<file path="config.mk">
export PLATFORM = sky130hd
export DESIGN_NAME = msch_mul
export DESIGN_NICKNAME = d
export VERILOG_FILES = /design/src/design/msch_pkg.sv /design/src/design/msch_mul.sv
export SDC_FILE = /design/constraint.sdc
export NUM_CORES = 1
export LEC_CHECK = 0
export BUFFER_PORTS_ARGS = -buffer_cell sky130_fd_sc_hd__buf_4
export CAP_MARGIN = 0
export CELL_PAD_IN_SITES_DETAIL_PLACEMENT = 1
export CELL_PAD_IN_SITES_GLOBAL_PLACEMENT = 2
export CORE_UTILIZATION = 41
export DETAILED_ROUTE_END_ITERATION = 8
export PLACE_DENSITY = 0.91
export SYNTH_ARGS = -nofsm -noshare
export SYNTH_HDL_FRONTEND = slang
export SYNTH_SLANG_ARGS = --single-unit
</file>
<file path="constraint.sdc">
create_clock -name i_clk -period 8.25 [get_ports i_clk]
set_clock_uncertainty 0.05 [all_clocks]
set_input_delay 1.65 -clock i_clk [delete_from_list [all_inputs] [get_ports i_clk]]
set_output_delay 1.65 -clock i_clk [all_outputs]
set_load 0.005 [all_outputs]
</file>
<file path="src/design/msch_pkg.sv">
// ----------------------------------------------------------------------------
// msch_pkg
// shared constants, codes and lookup functions for the task scheduler
// ----------------------------------------------------------------------------
package msch_pkg;

    localparam int KIND_W   = 2;
    localparam int ID_W     = 12;
    localparam int LVL_W    = 3;
    localparam int SPENT_W  = 48;
    localparam int USED_W   = 40;
    localparam int STATUS_W = 3;
    localparam int US_W     = 48;
    localparam int WGT_W    = 17;
    localparam int MUL_A_W  = 32;
    localparam int MUL_P_W  = MUL_A_W + WGT_W;
    localparam int TRI_W    = 8;

    typedef logic [KIND_W-1:0]   t_kind;
    typedef logic [STATUS_W-1:0] t_status;

    localparam t_kind KIND_SUBMIT = 2'd0;
    localparam t_kind KIND_TAKE   = 2'd1;
    localparam t_kind KIND_UPDATE = 2'd2;
    localparam t_kind KIND_FINISH = 2'd3;

    localparam t_status ST_QUEUED  = 3'd0;
    localparam t_status ST_DROPPED = 3'd1;
    localparam t_status ST_FULL    = 3'd2;
    localparam t_status ST_TAKEN   = 3'd3;
    localparam t_status ST_NONE    = 3'd4;
    localparam t_status ST_DONE    = 3'd5;

    localparam logic [9:0] US_DIV = 10'd1000;

    // floor(2^26 / 1000), always an underestimate of the quotient
    localparam logic [WGT_W-1:0] US_RECIP = 17'd67108;

    // q1.16 reciprocal of 1.2 to the power k
    function automatic logic [WGT_W-1:0] level_weight(input logic [3:0] k);
        logic [WGT_W-1:0] w;
        case (k)
            4'd0:    w = 17'd65536;
            4'd1:    w = 17'd54613;
            4'd2:    w = 17'd45511;
            4'd3:    w = 17'd37926;
            4'd4:    w = 17'd31605;
            4'd5:    w = 17'd26337;
            4'd6:    w = 17'd21948;
            4'd7:    w = 17'd18290;
            4'd8:    w = 17'd15242;
            4'd9:    w = 17'd12701;
            4'd10:   w = 17'd10584;
            4'd11:   w = 17'd8820;
            4'd12:   w = 17'd7350;
            4'd13:   w = 17'd6125;
            4'd14:   w = 17'd5104;
            4'd15:   w = 17'd4254;
            default: w = 17'd0;
        endcase
        return w;
    endfunction

    // cumulative slice multiple (i+1)(i+2)/2
    function automatic logic [TRI_W-1:0] tri_mult(input logic [3:0] i);
        logic [9:0] p;
        p = (10'(i) + 10'd1) * (10'(i) + 10'd2);
        return p[8:1];
    endfunction

endpackage

</file>
<file path="src/design/msch_mul.sv">
// ----------------------------------------------------------------------------
// msch_mul
// shared registered multiplier, 32 x 17 bits
// ----------------------------------------------------------------------------
module msch_mul (
    input  logic                            i_clk,
    input  logic [msch_pkg::MUL_A_W-1:0]    i_a,
    input  logic [msch_pkg::WGT_W-1:0]      i_b,
    output logic [msch_pkg::MUL_P_W-1:0]    o_prod
);

    logic [msch_pkg::MUL_P_W-1:0] r_prod;

    always_ff @(posedge i_clk) begin
        r_prod <= msch_pkg::MUL_P_W'(i_a) * msch_pkg::MUL_P_W'(i_b);
    end

    assign o_prod = r_prod;

endmodule

</file>
Word-level counts from Yosys, hierarchy flattened
Cells that the tools add are included.

Add/subtract/negate cells: 0. Multipliers: 1. Div/mod/pow operators: 0. $lt $le $gt $ge: 0. Eq/ne operators: 0. Shifts and indexed selects: 0. Mux-type cells: 0. Bitwise logic cells: 0. Reduce and logical (&&, ||, !) cells: 0.

Operators by type and width (count): 32-bit by 17-bit multiplier with 49-bit output (1).

Register bits: 49. Bits in latches: 0. RAM bits: 0. Memory bits (read-only): 0. Input bits: 50. Output and inout port bits: 49. Memories kept: 0.

Logic depth before layout (Yosys ltp)
Depth after elaboration: 1. Mapped depth: 24. Mapped depth without buffers: 22.

Worst setup path after synthesis
No wires, ideal clock.

Path type: in2reg. Start point: input port i_a[29] (netlist bit). End point: register r_prod (netlist bit o_prod[47]). Arrival time: 7.159 ns. Required time: 8.069 ns. Path slack: 0.910 ns. Cell stages on the path: 22. Path buffers: 2. Path through: clkbuf_1 clkbuf_1 nand2_1 fa_1 inv_1 fa_1 inv_1 fa_1 inv_1 fa_1 fa_1 inv_1 fa_1 inv_1 ha_1 a21o_1 a21o_1 a221o_1 a41o_1 a21oi_2 o31ai_1 xor2_1.

Word-level cells in the longest chain between the ends: 1.

RTL lines: start: declaration (RTL line msch_mul.sv:7) `input logic [msch_pkg::MUL_A_W-1:0] i_a,`; 32-bit by 17-bit multiplier with 49-bit output (RTL line msch_mul.sv:15) `r_prod <= msch_pkg::MUL_P_W'(i_a) * msch_pkg::MUL_P_W'(i_b);`; end signal: assignment (RTL line msch_mul.sv:15); end: declaration (RTL line msch_mul.sv:12) `logic [msch_pkg::MUL_P_W-1:0] r_prod;`.

No other way between the ends.

Final worst setup path
Start point: input port i_b[11] (netlist bit). End point: register r_prod (netlist bit o_prod[44]).

Word-level cells in the longest chain between the ends: 1.

RTL lines: start: declaration (RTL line msch_mul.sv:8) `input logic [msch_pkg::WGT_W-1:0] i_b,`; 32-bit by 17-bit multiplier with 49-bit output (RTL line msch_mul.sv:15).

No other way between the ends.

==> flow_summary.yaml <==
status:
  outcome: "completed"
floorplan:
  core-area_um2: 43500
  dieArea_um2: 45400
  die_w_um: 213
  start_util: 0.420
  fp-row-count: 76
  die_h_um: 213
  io_pins: 99
clock_network:
  cts_buffers: 5
  postCtsHoldBufs: 0
  clk_pin_slew_worst_paths_ns: 0.07
  cts_setup_buffers: 0
  cts_root_buf: "clkbuf_16"
  cts_resized: 0
  cts_num_sinks: 49
  cts_tree: "yes"
  htree_levels: 2
  clock_path_buffers: 2
route:
  dr_total_vias: 13700
  antenna_left: 0
  routed_via_density: 5.12
  wl_um: 52300
  dr.pass1.iters: 5
  wire_per_inst_um: 19.6
  route.detailed.drc: 0
  drtIter0Drc: 616
setup_path:
  path_max_fanout: 32
  startpoint_type: "input pin"
  cp-end-kind: "register"
  startpoint: "i_b[11]"
  required_ns: 8.42
  crit_arrival_ns: 7.88
  critPathKind: "input pin to register"
  crit_end: "o_prod[44]"
placement:
  dp_hpwl_um: 42800
  portBuffers: 98
  gp_congestion: 0.874
final_layout:
  drive_gt1_frac: 0.0661
  syn_to_final_growth_pct: 7.62
  layout.nets: 2709
  final_common_cell: "inv_1"
  largest_reg_flops: 49
  mostFrequentLayoutCells: "inv_1 (518), fa_1 (449), nand2_1 (359)"
  antenna_cells: 0
global_routing:
  grt_pass1_wl_um: 85100
  grt_usage: 0.247
  gr-total-overflow: 0
  grt_max_degree: 33
  grt_pass1_vias: 16100
  antenna_found_initial: 0
sta:
  period_share: 0.935
  report.final.slew_viol_count: 0
  maxSlewHeadroom: 0.562
  fin_crit_ns: 7.72
  hold_violations: 0
  finalSetupTns_ns: 0
  worstMarginPinSlew_ns: 0.651
  fmax_mhz: 130
  setup_viol: 0
  rsz0062_at_grt: "no"
job:
  maxCapViolCount: 0
synthesis:
  synth_edf_count: 0
  synth_seq_area_share: 0.0537
  synth_flop_cell: "dfxtp_1"
  yosys.cell_types.count: 59
  synth_nets: 2683
  ys_warn_count: 0
  synth_area_per_cell_um2: 8.86
  async_reset_ff_frac: 0
  synth_seq_cells: 49
  netlist_area_um2: 18300
  syn_inst: 2061
worst_hold_path:
  min-delay-path-class: "input pin to register"
[stage by stage]
stage	hold WS [ns]	instance area [µm²]	std cells	worst slack, ns	utilization
2_1_floorplan	1.72	18300	2061	0.910	-
3_3_place_gp	1.98	19500	2665	0.271	0.449
3_5_place_dp	1.98	19500	2665	0.179	0.449
4_1_cts	1.68	19600	2673	0.520	0.452
5_1_grt	1.69	19600	2673	0.293	0.452
6_report	1.68	19600	2673	0.534	0.452
[Yosys cell counts, types with 7 or more instances]
cell	instances	area (µm²)
o21ai_0	13	65.1
a21oi_1	49	245
nand2_1	359	1350
nor2_1	21	78.8
inv_1	518	1940
xnor2_1	30	263
clkbuf_1	92	345
dfxtp_1	49	981
fa_1	449	8990
ha_1	123	1540
xor2_1	12	105
nand3_1	10	50.1
o211ai_1	7	52.6
nor3_1	10	50.1
a21o_1	19	143
and2_1	216	1350
[worst max-delay path: stages]
cell and delay, ns:
buf_4 0.36, nand2_1 0.16, fa_1 0.56, inv_1 0.06, fa_1 0.51, fa_1 0.56
fa_1 0.46, fa_1 0.50, inv_1 0.05, fa_1 0.47, inv_1 0.04, ha_1 0.34
a21oi_1 0.24, o21ai_0 0.19, a211oi_2 0.44, a211o_1 0.27, a31o_4 0.19, a31oi_4 0.14
a211o_1 0.36, a221o_1 0.32
[routing by layer]
layer	GRT usage	wire length, µm
met5	0	0
met4	0.0762	1300
met3	0.0227	1650
met2	0.452	27800
met1	0.306	21600
[worst min-delay path by stage]
stage	start	to	slack (ns)	cells past startpoint
after floorplan	i_b[0]	o_prod[0]	1.72	1
after global placement	o_prod[9]	o_prod[9]	1.98	1
after detailed placement	o_prod[32]	o_prod[32]	1.98	1
after CTS	i_a[0]	o_prod[0]	1.68	2
after global routing	i_a[0]	o_prod[0]	1.69	2
final	i_a[0]	o_prod[0]	1.68	2
[kinds of logic (layout without fill, tap and decap cells)]
kind of cell | after synthesis | after routing | synth area share
AND/OR/NAND/NOR | 643 | 643 | 0.168
buffers and inverters | 611 | 638 | 0.126
adder cells (fa/ha/maj) | 572 | 572 | 0.577
AO/OA/AOI/OAI | 143 | 143 | 0.0552
flip-flops | 49 | 49 | 0.0537
XOR/XNOR | 42 | 42 | 0.0202
multiplexers | 1 | 1 | 0.000548
[final cells by class]
cell class / instances / area, µm²
clock inverters: 3 / 21.3
fillers: 5150 / 23800
clock buffers: 5 / 125
inverters: 519 / 1950
well taps: 585 / 732
flip-flops and latches: 49 / 981
multi-input cells: 1401 / 15000
repair buffers: 111 / 858
Power is not shown: default switching activity piles up to over one toggle a cycle in this logic, so the estimate is an artifact.
